--- src/mer_pkg.sv ---
// ----------------------------------------------------------------------------
// mer_pkg
// Shared types and constants for the midpoint ellipse rasterizer.
// ----------------------------------------------------------------------------
`default_nettype none

package mer_pkg;

	// width of the RGB color carried with each pixel
	localparam int COLOR_W = 24;

	// command kind decoded from the input tuser bit
	typedef enum logic {
		OP_START = 1'b0,
		OP_STEP  = 1'b1
	} op_t;

	// back-end sequencer states
	typedef enum logic [3:0] {
		ST_IDLE,
		ST_SQ_RX,
		ST_SQ_RY,
		ST_RXRY,
		ST_INIT,
		ST_STEP,
		ST_SW_A,
		ST_SW_B,
		ST_SW_C,
		ST_SW_D,
		ST_SW_E,
		ST_SW_F,
		ST_EMIT
	} core_st_t;

	// request from the decision engine to the pixel emitter
	typedef struct packed {
		logic valid;
		logic done;
	} emit_req_t;

endpackage

`default_nettype wire

--- src/mer_front.sv ---
// ----------------------------------------------------------------------------
// mer_front
// Input side: accepts words, decodes start/step and queues them (two deep).
// ----------------------------------------------------------------------------
`default_nettype none

module mer_front
	import mer_pkg::*;
#(
	parameter int COORD_BITS  = 11,
	parameter int RADIUS_BITS = 10
) (
	input  wire logic                                                   clk,
	input  wire logic                                                   arst_n,
	input  wire logic                                                   s_tvalid,
	output logic                                                        s_tready,
	// center_x, center_y, radius_x, radius_y, zero fill
	input  wire logic [((2*COORD_BITS+2*RADIUS_BITS+7)/8)*8-1:0]        s_tdata,
	// func
	input  wire logic                                                   s_tuser,
	output logic                                                        q_valid,
	output op_t                                                         q_op,
	output logic [COORD_BITS-1:0]                                       q_cx,
	output logic [COORD_BITS-1:0]                                       q_cy,
	output logic [RADIUS_BITS-1:0]                                      q_rx,
	output logic [RADIUS_BITS-1:0]                                      q_ry,
	input  wire logic                                                   q_pop
);

	localparam int ENT_W = 1 + 2*COORD_BITS + 2*RADIUS_BITS;
	localparam int CXL   = 0;
	localparam int CYL   = COORD_BITS;
	localparam int RXL   = 2*COORD_BITS;
	localparam int RYL   = 2*COORD_BITS + RADIUS_BITS;

	logic [ENT_W-1:0] mem_q [2];
	logic             wr_ptr_q;
	logic             rd_ptr_q;
	logic [1:0]       cnt_q;
	logic             push;
	op_t              in_op;
	logic [ENT_W-1:0] rd_ent;

	// classify: tuser low means a new figure
	assign in_op    = s_tuser ? OP_STEP : OP_START;
	assign s_tready = (cnt_q != 2'd2);
	assign push     = s_tvalid && s_tready;
	assign q_valid  = (cnt_q != 2'd0);

	// queue storage
	always_ff @(posedge clk) begin
		if (push) begin
			mem_q[wr_ptr_q] <= {in_op, s_tdata[RYL +: RADIUS_BITS], s_tdata[RXL +: RADIUS_BITS],
				s_tdata[CYL +: COORD_BITS], s_tdata[CXL +: COORD_BITS]};
		end
	end

	// pointers and fill count
	always_ff @(posedge clk or negedge arst_n) begin
		if (!arst_n) begin
			wr_ptr_q <= 1'b0;
			rd_ptr_q <= 1'b0;
			cnt_q    <= 2'd0;
		end else begin
			if (push) wr_ptr_q <= ~wr_ptr_q;
			if (q_pop) rd_ptr_q <= ~rd_ptr_q;
			case ({push, q_pop})
				2'b10:   cnt_q <= cnt_q + 2'd1;
				2'b01:   cnt_q <= cnt_q - 2'd1;
				default: cnt_q <= cnt_q;
			endcase
		end
	end

	// head of queue
	assign rd_ent = mem_q[rd_ptr_q];
	assign q_op   = op_t'(rd_ent[ENT_W-1]);
	assign q_cx   = rd_ent[CXL +: COORD_BITS];
	assign q_cy   = rd_ent[CYL +: COORD_BITS];
	assign q_rx   = rd_ent[RXL +: RADIUS_BITS];
	assign q_ry   = rd_ent[RYL +: RADIUS_BITS];

endmodule

`default_nettype wire

--- src/mer_core.sv ---
// ----------------------------------------------------------------------------
// mer_core
// Decision engine: start setup, region-1/region-2 midpoint steps, one shared
// registered multiplier for the start and region-switch terms.
// ----------------------------------------------------------------------------
`default_nettype none

module mer_core
	import mer_pkg::*;
#(
	parameter int COORD_BITS  = 11,
	parameter int RADIUS_BITS = 10
) (
	input  wire logic                   clk,
	input  wire logic                   arst_n,
	input  wire logic                   q_valid,
	input  wire op_t                    q_op,
	input  wire logic [COORD_BITS-1:0]  q_cx,
	input  wire logic [COORD_BITS-1:0]  q_cy,
	input  wire logic [RADIUS_BITS-1:0] q_rx,
	input  wire logic [RADIUS_BITS-1:0] q_ry,
	output logic                        q_pop,
	output emit_req_t                   emit_req,
	input  wire logic                   emit_ready,
	output logic [COORD_BITS-1:0]       pt_cx,
	output logic [COORD_BITS-1:0]       pt_cy,
	output logic [RADIUS_BITS-1:0]      pt_x,
	output logic [RADIUS_BITS-1:0]      pt_y
);

	localparam int R     = RADIUS_BITS;
	localparam int MOP_W = 2*R + 2;
	localparam int PRD_W = 2*MOP_W;
	localparam int DEC_W = 4*R + 5;
	localparam int PQ_W  = 3*R + 2;

	core_st_t st_q, st_d;

	logic [COORD_BITS-1:0]   cx_q, cy_q;
	logic [R-1:0]            rx_q, ry_q, x_q, y_q;
	logic [2*R-1:0]          rx2_q, ry2_q;
	logic [PQ_W-1:0]         p_q, q_q;
	logic signed [DEC_W-1:0] dec_q, acc_q;
	logic [MOP_W-1:0]        t_q;
	logic [PRD_W-1:0]        mul_q;
	logic                    region2_q, active_q, done_q;

	logic [MOP_W-1:0]        mul_a, mul_b;
	logic signed [DEC_W-1:0] mul4, rx2_4, ry2_4, rx2_d, p8, q8, k4, delta;
	logic [PQ_W-1:0]         ry2_pq, rx2_pq, p_n, q_n;
	logic                    dec_neg, dec_pos, mv_x, mv_y, to_switch;
	logic [R-1:0]            x_n, y_n;

	// state register
	always_ff @(posedge clk or negedge arst_n) begin
		if (!arst_n) st_q <= ST_IDLE;
		else         st_q <= st_d;
	end

	// next state, queue pop, multiplier operands, emit request
	always_comb begin
		st_d          = st_q;
		q_pop         = 1'b0;
		mul_a         = '0;
		mul_b         = '0;
		emit_req.valid = 1'b0;
		emit_req.done  = done_q;
		case (st_q)
			ST_IDLE: begin
				if (q_valid) begin
					q_pop = 1'b1;
					if (q_op == OP_START) st_d = ST_SQ_RX;
					else if (active_q)   st_d = ST_STEP;
				end
			end
			ST_SQ_RX: begin
				mul_a = {{(MOP_W-R){1'b0}}, rx_q};
				mul_b = {{(MOP_W-R){1'b0}}, rx_q};
				st_d  = ST_SQ_RY;
			end
			ST_SQ_RY: begin
				mul_a = {{(MOP_W-R){1'b0}}, ry_q};
				mul_b = {{(MOP_W-R){1'b0}}, ry_q};
				st_d  = ST_RXRY;
			end
			ST_RXRY: begin
				mul_a = {2'b00, rx2_q};
				mul_b = {{(MOP_W-R){1'b0}}, ry_q};
				st_d  = ST_INIT;
			end
			ST_INIT: st_d = ST_EMIT;
			ST_STEP: st_d = to_switch ? ST_SW_A : ST_EMIT;
			ST_SW_A: begin
				// (2x+1)^2
				mul_a = {{(MOP_W-R-1){1'b0}}, x_q, 1'b1};
				mul_b = {{(MOP_W-R-1){1'b0}}, x_q, 1'b1};
				st_d  = ST_SW_B;
			end
			ST_SW_B: begin
				// (y-1)^2
				mul_a = {{(MOP_W-R){1'b0}}, y_q - {{(R-1){1'b0}}, 1'b1}};
				mul_b = {{(MOP_W-R){1'b0}}, y_q - {{(R-1){1'b0}}, 1'b1}};
				st_d  = ST_SW_C;
			end
			ST_SW_C: begin
				mul_a = {2'b00, ry2_q};
				mul_b = t_q;
				st_d  = ST_SW_D;
			end
			ST_SW_D: begin
				mul_a = {2'b00, rx2_q};
				mul_b = t_q;
				st_d  = ST_SW_E;
			end
			ST_SW_E: begin
				mul_a = {2'b00, rx2_q};
				mul_b = {2'b00, ry2_q};
				st_d  = ST_SW_F;
			end
			ST_SW_F: st_d = ST_STEP;
			ST_EMIT: begin
				emit_req.valid = 1'b1;
				if (emit_ready) st_d = ST_IDLE;
			end
			default: st_d = ST_IDLE;
		endcase
	end

	// widened terms
	assign mul4   = {mul_q[DEC_W-3:0], 2'b00};
	assign rx2_d  = {{(DEC_W-2*R){1'b0}}, rx2_q};
	assign rx2_4  = {{(DEC_W-2*R-2){1'b0}}, rx2_q, 2'b00};
	assign ry2_4  = {{(DEC_W-2*R-2){1'b0}}, ry2_q, 2'b00};
	assign ry2_pq = {{(PQ_W-2*R){1'b0}}, ry2_q};
	assign rx2_pq = {{(PQ_W-2*R){1'b0}}, rx2_q};

	// one midpoint step; p tracks ry^2*x and q tracks rx^2*y
	assign to_switch = !region2_q && (p_q > q_q);
	assign dec_neg   = dec_q[DEC_W-1];
	assign dec_pos   = !dec_neg && (dec_q != '0);
	assign mv_x      = region2_q ? !dec_pos : 1'b1;
	assign mv_y      = region2_q ? 1'b1 : !dec_neg;
	assign p_n       = mv_x ? (p_q + ry2_pq) : p_q;
	assign q_n       = mv_y ? (q_q - rx2_pq) : q_q;
	assign p8        = mv_x ? {{(DEC_W-PQ_W-3){1'b0}}, p_n, 3'b000} : '0;
	assign q8        = mv_y ? {{(DEC_W-PQ_W-3){1'b0}}, q_n, 3'b000} : '0;
	assign k4        = region2_q ? rx2_4 : ry2_4;
	assign delta     = p8 - q8 + k4;
	assign x_n       = x_q + {{(R-1){1'b0}}, mv_x};
	assign y_n       = y_q - {{(R-1){1'b0}}, mv_y};

	// shared multiplier
	always_ff @(posedge clk) begin
		mul_q <= mul_a * mul_b;
	end

	// datapath registers
	always_ff @(posedge clk) begin
		case (st_q)
			ST_IDLE: begin
				if (q_valid && (q_op == OP_START)) begin
					cx_q <= q_cx;
					cy_q <= q_cy;
					rx_q <= q_rx;
					ry_q <= q_ry;
					x_q  <= '0;
					y_q  <= q_ry;
				end
			end
			ST_SQ_RY: rx2_q <= mul_q[2*R-1:0];
			ST_RXRY:  ry2_q <= mul_q[2*R-1:0];
			ST_INIT: begin
				dec_q  <= ry2_4 - mul4 + rx2_d;
				p_q    <= '0;
				q_q    <= mul_q[PQ_W-1:0];
				done_q <= (rx_q == '0) || (ry_q == '0);
			end
			ST_STEP: begin
				if (!to_switch) begin
					dec_q  <= dec_q + delta;
					p_q    <= p_n;
					q_q    <= q_n;
					x_q    <= x_n;
					y_q    <= y_n;
					done_q <= (y_n == '0);
				end
			end
			ST_SW_B: t_q   <= mul_q[MOP_W-1:0];
			ST_SW_C: t_q   <= mul_q[MOP_W-1:0];
			ST_SW_D: acc_q <= {1'b0, mul_q};
			ST_SW_E: acc_q <= acc_q + mul4;
			ST_SW_F: dec_q <= acc_q - mul4;
			default: ;
		endcase
	end

	// figure status
	always_ff @(posedge clk or negedge arst_n) begin
		if (!arst_n) begin
			region2_q <= 1'b0;
			active_q  <= 1'b0;
		end else begin
			case (st_q)
				ST_INIT: begin
					region2_q <= 1'b0;
					active_q  <= (rx_q != '0) && (ry_q != '0);
				end
				ST_STEP: if (!to_switch) active_q <= (y_n != '0);
				ST_SW_F: region2_q <= 1'b1;
				default: ;
			endcase
		end
	end

	assign pt_cx = cx_q;
	assign pt_cy = cy_q;
	assign pt_x  = x_q;
	assign pt_y  = y_q;

endmodule

`default_nettype wire

--- src/mer_emit.sv ---
// ----------------------------------------------------------------------------
// mer_emit
// Pixel emitter: mirrors one point into four pixels, registered output word.
// ----------------------------------------------------------------------------
`default_nettype none

module mer_emit
	import mer_pkg::*;
#(
	parameter int COORD_BITS  = 11,
	parameter int RADIUS_BITS = 10
) (
	input  wire logic                   clk,
	input  wire logic                   arst_n,
	input  wire emit_req_t              emit_req,
	output logic                        emit_ready,
	input  wire logic [COORD_BITS-1:0]  pt_cx,
	input  wire logic [COORD_BITS-1:0]  pt_cy,
	input  wire logic [RADIUS_BITS-1:0] pt_x,
	input  wire logic [RADIUS_BITS-1:0] pt_y,
	input  wire logic [COLOR_W-1:0]     color,
	output logic                        m_tvalid,
	input  wire logic                   m_tready,
	// pixel_x, pixel_y, pixel_color, zero fill
	output logic [((2*(((COORD_BITS > RADIUS_BITS) ? COORD_BITS : RADIUS_BITS)+2)
		+ COLOR_W + 7)/8)*8-1:0]        m_tdata,
	// last_of_step
	output logic                        m_tlast,
	// figure_done
	output logic                        m_tuser
);

	localparam int PIX_W = ((COORD_BITS > RADIUS_BITS) ? COORD_BITS : RADIUS_BITS) + 2;
	localparam int PAY_W = 2*PIX_W + COLOR_W;

	logic                    busy_q, done_q;
	logic [1:0]              k_q;
	logic [COORD_BITS-1:0]   cx_q, cy_q;
	logic [RADIUS_BITS-1:0]  x_q, y_q;
	logic                    m_tvalid_q, last_q, user_q;
	logic signed [PIX_W-1:0] px_q, py_q;
	logic [COLOR_W-1:0]      col_q;
	logic signed [PIX_W-1:0] cxe, cye, xe, ye, px, py;
	logic                    adv;

	assign emit_ready = !busy_q;
	assign adv        = busy_q && (!m_tvalid_q || m_tready);

	// mirror: x negated on pixels 1 and 2, y negated on pixels 2 and 3
	assign cxe = {{(PIX_W-COORD_BITS){1'b0}}, cx_q};
	assign cye = {{(PIX_W-COORD_BITS){1'b0}}, cy_q};
	assign xe  = {{(PIX_W-RADIUS_BITS){1'b0}}, x_q};
	assign ye  = {{(PIX_W-RADIUS_BITS){1'b0}}, y_q};
	assign px  = (k_q[0] ^ k_q[1]) ? (cxe - xe) : (cxe + xe);
	assign py  = k_q[1] ? (cye - ye) : (cye + ye);

	// point holding register
	always_ff @(posedge clk) begin
		if (emit_req.valid && !busy_q) begin
			cx_q   <= pt_cx;
			cy_q   <= pt_cy;
			x_q    <= pt_x;
			y_q    <= pt_y;
			done_q <= emit_req.done;
		end
	end

	// output word register
	always_ff @(posedge clk) begin
		if (adv) begin
			px_q   <= px;
			py_q   <= py;
			col_q  <= color;
			last_q <= (k_q == 2'd3);
			user_q <= done_q;
		end
	end

	// sequencing control
	always_ff @(posedge clk or negedge arst_n) begin
		if (!arst_n) begin
			busy_q     <= 1'b0;
			k_q        <= 2'd0;
			m_tvalid_q <= 1'b0;
		end else begin
			if (emit_req.valid && !busy_q) begin
				busy_q <= 1'b1;
				k_q    <= 2'd0;
			end else if (adv) begin
				k_q <= k_q + 2'd1;
				if (k_q == 2'd3) busy_q <= 1'b0;
			end
			if (adv)           m_tvalid_q <= 1'b1;
			else if (m_tready) m_tvalid_q <= 1'b0;
		end
	end

	always_comb begin
		m_tdata            = '0;
		m_tdata[PAY_W-1:0] = {col_q, py_q, px_q};
	end

	assign m_tvalid = m_tvalid_q;
	assign m_tlast  = last_q;
	assign m_tuser  = user_q;

endmodule

`default_nettype wire

--- src/midpoint_ellipse_rasterizer_unit.sv ---
// ----------------------------------------------------------------------------
// midpoint_ellipse_rasterizer_unit
// Axis-aligned midpoint ellipse rasterizer with exact integer decision.
//
// channel   dir  handshake          payload
// s_*       in   s_tvalid/s_tready  tdata: cx, cy, rx, ry   tuser: func
// m_*       out  m_tvalid/m_tready  tdata: x, y, color      tlast, tuser: done
// cfg_*     in   cfg_we             cfg_wdata: draw color
//
// A start word runs its setup through the shared multiplier in the decision
// engine (rx^2, ry^2, then rx^2*ry); the step that enters region 2 first runs
// a multiply chain to reseed the decision and then repeats the step. Each
// command that draws yields four output words, one per cycle while m_tready
// does not stall the output, and the emitter takes the next point only after
// it has loaded the last word of the current one into its output register. A
// two-word queue lets the input side keep accepting while the engine or output
// stalls. Reset is asynchronous; no clearing pass is needed.
// ----------------------------------------------------------------------------
`default_nettype none

module midpoint_ellipse_rasterizer_unit
	import mer_pkg::*;
#(
	parameter int COORD_BITS  = 11,
	parameter int RADIUS_BITS = 10
) (
	input  wire logic                                              clk,
	input  wire logic                                              arst_n,
	input  wire logic                                              cfg_we,
	input  wire logic [COLOR_W-1:0]                                cfg_wdata,
	input  wire logic                                              s_tvalid,
	output logic                                                   s_tready,
	// center_x, center_y, radius_x, radius_y, zero fill
	input  wire logic [((2*COORD_BITS+2*RADIUS_BITS+7)/8)*8-1:0]   s_tdata,
	// func
	input  wire logic                                              s_tuser,
	output logic                                                   m_tvalid,
	input  wire logic                                              m_tready,
	// pixel_x, pixel_y, pixel_color, zero fill
	output logic [((2*(((COORD_BITS > RADIUS_BITS) ? COORD_BITS : RADIUS_BITS)+2)
		+ COLOR_W + 7)/8)*8-1:0]                                   m_tdata,
	// last_of_step
	output logic                                                   m_tlast,
	// figure_done
	output logic                                                   m_tuser
);

	logic                   q_valid, q_pop, emit_ready;
	op_t                    q_op;
	logic [COORD_BITS-1:0]  q_cx, q_cy, pt_cx, pt_cy;
	logic [RADIUS_BITS-1:0] q_rx, q_ry, pt_x, pt_y;
	emit_req_t              emit_req;
	logic [COLOR_W-1:0]     color_q;

	// draw color register
	always_ff @(posedge clk or negedge arst_n) begin
		if (!arst_n)     color_q <= '0;
		else if (cfg_we) color_q <= cfg_wdata;
	end

	mer_front #(
		.COORD_BITS  (COORD_BITS),
		.RADIUS_BITS (RADIUS_BITS)
	) u_front (
		.clk      (clk),
		.arst_n   (arst_n),
		.s_tvalid (s_tvalid),
		.s_tready (s_tready),
		.s_tdata  (s_tdata),
		.s_tuser  (s_tuser),
		.q_valid  (q_valid),
		.q_op     (q_op),
		.q_cx     (q_cx),
		.q_cy     (q_cy),
		.q_rx     (q_rx),
		.q_ry     (q_ry),
		.q_pop    (q_pop)
	);

	mer_core #(
		.COORD_BITS  (COORD_BITS),
		.RADIUS_BITS (RADIUS_BITS)
	) u_core (
		.clk        (clk),
		.arst_n     (arst_n),
		.q_valid    (q_valid),
		.q_op       (q_op),
		.q_cx       (q_cx),
		.q_cy       (q_cy),
		.q_rx       (q_rx),
		.q_ry       (q_ry),
		.q_pop      (q_pop),
		.emit_req   (emit_req),
		.emit_ready (emit_ready),
		.pt_cx      (pt_cx),
		.pt_cy      (pt_cy),
		.pt_x       (pt_x),
		.pt_y       (pt_y)
	);

	mer_emit #(
		.COORD_BITS  (COORD_BITS),
		.RADIUS_BITS (RADIUS_BITS)
	) u_emit (
		.clk        (clk),
		.arst_n     (arst_n),
		.emit_req   (emit_req),
		.emit_ready (emit_ready),
		.pt_cx      (pt_cx),
		.pt_cy      (pt_cy),
		.pt_x       (pt_x),
		.pt_y       (pt_y),
		.color      (color_q),
		.m_tvalid   (m_tvalid),
		.m_tready   (m_tready),
		.m_tdata    (m_tdata),
		.m_tlast    (m_tlast),
		.m_tuser    (m_tuser)
	);

`ifndef SYNTHESIS
	// a full input side means the queue holds work for the engine
	a_full_has_work: assert property (@(posedge clk) disable iff (!arst_n)
		!s_tready |-> q_valid)
		else $error("input stalled with empty queue");

	// the engine only pops a present word
	a_pop_valid: assert property (@(posedge clk) disable iff (!arst_n)
		q_pop |-> q_valid)
		else $error("pop from empty queue");

	// a pending emit request is held until the emitter takes it
	a_emit_hold: assert property (@(posedge clk) disable iff (!arst_n)
		(emit_req.valid && !emit_ready) |=> emit_req.valid)
		else $error("emit request dropped");
`endif

endmodule

`default_nettype wire

--- config.mk ---
export PLATFORM = sky130hd
export DESIGN_NAME = midpoint_ellipse_rasterizer_unit
export DESIGN_NICKNAME = d
export VERILOG_FILES = /design/src/mer_pkg.sv /design/src/mer_front.sv /design/src/mer_core.sv /design/src/mer_emit.sv /design/src/midpoint_ellipse_rasterizer_unit.sv
export SDC_FILE = /design/constraint.sdc
export NUM_CORES = 2
export LEC_CHECK = 0
export BUFFER_PORTS_ARGS = -buffer_cell sky130_fd_sc_hd__clkbuf_2
export CORE_UTILIZATION = 40
export DETAILED_ROUTE_END_ITERATION = 10
export PLACE_DENSITY = 0.53
export RECOVER_POWER = 50
export SLEW_MARGIN = 20
export SYNTH_ARGS = -nofsm -noshare
export SYNTH_HDL_FRONTEND = slang
export SYNTH_SLANG_ARGS = --single-unit
--- constraint.sdc ---
create_clock -name clk -period 26.9 [get_ports clk]
set_clock_uncertainty 0.05 [all_clocks]
set_input_delay 4.035 -clock clk [delete_from_list [all_inputs] [get_ports clk]]
set_output_delay 4.035 -clock clk [all_outputs]
set_load 0.01 [all_outputs]
==> summary.md <==
| Metric | Value |
|---|---|
| Status | finished with violations |
| Failing checks | max-capacitance violations, max-slew violations |
| Psw | 0.00393 W |
| IO buf count | 125 |
| Utilization after layout | 44.0% |
| Sequential power share | 18.8% |
| WHS Path Cells | 0 |
| Routed Antenna Nets | 0 |
| Post-synthesis area per instance | 9.53 um2 |
| Least-Margin Pin Slew | 3.27 ns |
| Top-area cell type share of the netlist area | 27.3% |
| Fmax | 0.0794 GHz |
| Top routing layer in use | met4 |
| Vias in the first global route | 38385 |
| Warnings from Yosys | 0 |
| Via Count | 38416 |
| Final hold vios | 0 |
| RSZ-0062 raised after global routing | no |
| Critical-path top delay cell | clkbuf_1 |
| CTS tree | yes |
| Clock power share | 12.2% |
| Internal power | 0.00383 W |
| Commonest non-fill, non-tap cell in the layout | inv_1 |
| Pwr Density | 140 mW/mm2 |
| Share of flip-flops with an asynchronous set or reset | 7.04% |
| Post-synth EDFFs | 460 |
| Crit-path max cell delay | 2.31 ns |
| Later-pin clock latency in the skew report | 0.68 ns |
| First-pass GRT wire length | 233000 um |
| Post-synthesis sequential area ratio | 30.9% |
| Die Wd | 358 um |
| Die height | 358 um |
| CP bufs+invs | 6 |
| Synth Register Bits | 540 |
| CTS Root Cell | clkbuf_16 |
| Fin nets | 6339 |
| Antenna violations before repair | 2 |
| HPWL after detailed placement | 119000 um |
| Ys flop type | edfxtp_1 |
| Static Leakage | 23.9 nW |
| # Max-Cap Violations | 15 |
| Mapped Area | 0.0506 mm2 |
| Detailed Routing Iterations Pass 1 | 5 |
| Crit Path Max Fanout | 44 |
| Routed length on met1 | 66200 um |
| Most frequent cells in the layout | inv_1, nand2_1, edfxtp_1, ha_1, nor2_1 |
| Synth cell types | 91 |
| DR iter-0 viols | 3295 |
| Gr ovfl total | 0 |
| Min cycle time layout | 12.59 ns |
| CP Class | reg -> reg |
| WP data arrival | 13.09 ns |
| DIE AREA | 0.128 mm2 |
| Syn-to-layout area delta | 9.34% |
| Final-layout fill cell count | 12291 |
| Initial Util | 40.3% |
| Layout cells sized above 1 | 6.99% |
| Most used cell, CP | fa_1 |
| Clk pin slew, worst setup/hold paths | 0.06 ns |
| DRC | 0 |
| Max VDD drop | 0.188 mV |
| Worst r2r path cells | 29 |
| GR Util All Layers | 24.0% |
| Setup TNS | 0 ns |
| Slew headroom | -118% |
| CP delay by family, top | adder cells |
| Post-CTS setup buffers | 0 |
| Worst Hold Class | reg -> reg |
| Final worst path period share | 46.8% |
| Area contributors post-synth | edfxtp_1, fa_1, ha_1 |
| Post-Syn Instances | 5303 |
| WL per Instance | 21.4 um |
| Slew Limit Fails | 547 |
| CTS Hold Bufs | 0 |
| Placed inst area | 0.0531 mm2 |
| Met3 WL | 7240 um |
| Synth area leader | edfxtp_1 |
| Post-CTS Resized | 0 |
| H-tree depth | 3 |
| CP Capture Type | register |
| Largest net degree at the start of global routing | 62 |
| CP required | 27.40 ns |
| Drt total wl | 152000 um |
| Core Box Area | 0.126 mm2 |
| Met2 WL | 73100 um |
| Post-route cell area | 0.0553 mm2 |
| Clk sinks | 540 |
| Top Ports | 138 |
| Vias per inst | 5.42 |
| Placer Congestion | 0.942 |
| Startpoint types | register |
| Sw frac | 50.7% |
| Comb power frac | 69.0% |
| CP Depth | 29 |
| Std-Cell Rows | 130 |
| Num CTS Buffers | 69 |
| Final setup viols | 0 |
| Max clock buf depth | 3 |
synthesized netlist by cell type, drive strengths merged (35+ instances only):
| master | n |
|---|---|
| a31oi | 37 |
| a22oi | 48 |
| ha | 449 |
| a211oi | 35 |
| clkbuf | 164 |
| a21o | 101 |
| o21ai | 251 |
| o21bai | 70 |
| dfrtp | 38 |
| xnor2 | 226 |
| nand2b | 40 |
| edfxtp | 460 |
| nor2b | 39 |
| mux2 | 70 |
| nor3 | 82 |
| nand4 | 42 |
| nor2 | 443 |
| a21oi | 300 |
| xor2 | 64 |
| fa | 434 |
| nand2 | 557 |
| dfxtp | 42 |
| o21a | 39 |
| inv | 787 |
| buf | 46 |
| nand3 | 55 |
metal layers:
metal  GRT usage [%]  vias to the layer above
met5               0                        -
met4            8.15                        0
met3            2.62                      228
met2            40.8                     1068
met1            31.6                    19019
li1                -                    18101
layout make-up:
cell class                 instances  area, um2  area share, %
multi-input combinational       3770      31200           56.5
sequential                       540      15600           28.2
inverter                         788       2960           5.35
tap                             1650       2060           3.73
clock buffer                      87       1840           3.32
timing repair buffer             209       1130           2.05
clock inverter                    40        464          0.840
antenna                            1       2.50        0.00453
metrics by stage:
step	instances	power, W	hold WS, ns	worst slack [ns]
after floorplan	5308	0.00524	0.350	16.70
after global placement	6957	0.00672	0.352	16.13
after detailed placement	6957	0.00676	0.355	16.16
after CTS	7084	0.00776	0.367	16.12
after global routing	7084	0.00840	0.376	13.52
final	7085	0.00776	0.369	14.31
sequential cells by signal, indices dropped and copies added (netlist names), 22 cells and up:
signal,count
u_core.p_q,32
u_core.t_q,22
u_front.mem_q,86
u_emit.col_q,24
u_core.q_q,32
u_core.dec_q,45
color_q,24
u_core.acc_q,45
u_core.mul_q,42
power by group through the flow:
stage / registers (W) / clock network (W) / logic [W]
floorplan: 0.00140 / 0 / 0.00384
global placement: 0.00146 / 0 / 0.00526
detailed placement: 0.00147 / 0 / 0.00530
CTS: 0.00145 / 0.000972 / 0.00534
global route: 0.00148 / 0.00100 / 0.00592
finish: 0.00146 / 0.000947 / 0.00536
worst paths after layout:
check                            startpoint                to  slack (ns)
max in group asynchronous            arst_n  u_front.rd_ptr_q       22.95
min in group asynchronous            arst_n        color_q[3]        3.41
min reg2reg                u_core.pt_cy[10]   u_emit.cy_q[10]        0.37
min                        u_core.pt_cy[10]   u_emit.cy_q[10]        0.37
max                          u_core.st_q[3]  u_core.mul_q[41]       14.31
max reg2reg                  u_core.st_q[3]  u_core.mul_q[41]       14.31
kinds of logic (layout without fill, tap and decap cells):
group	after synthesis	after routing	share of synthesized area, %
simple gates	1419	1419	12.5
mux	90	90	1.96
fa+ha+maj	883	883	28.3
compound gates	1082	1082	13.8
xor+xnor	290	290	5.02
other cells	1	7	0.00742
flops	540	540	30.9
buf+inv	998	1124	7.54
worst reg2reg max path, delay by kind of cell (launching register included):
kind | cells | cell delay [ns]
DFF | 1 | 0.64
xor gates and xnor gates | 1 | 0.12
adders and majority gates | 8 | 3.88
buffers and inverters | 6 | 2.56
and+or+nand+nor | 7 | 2.47
AOI/OAI and AO/OA | 7 | 2.74
(Power assumes the default switching activity.)
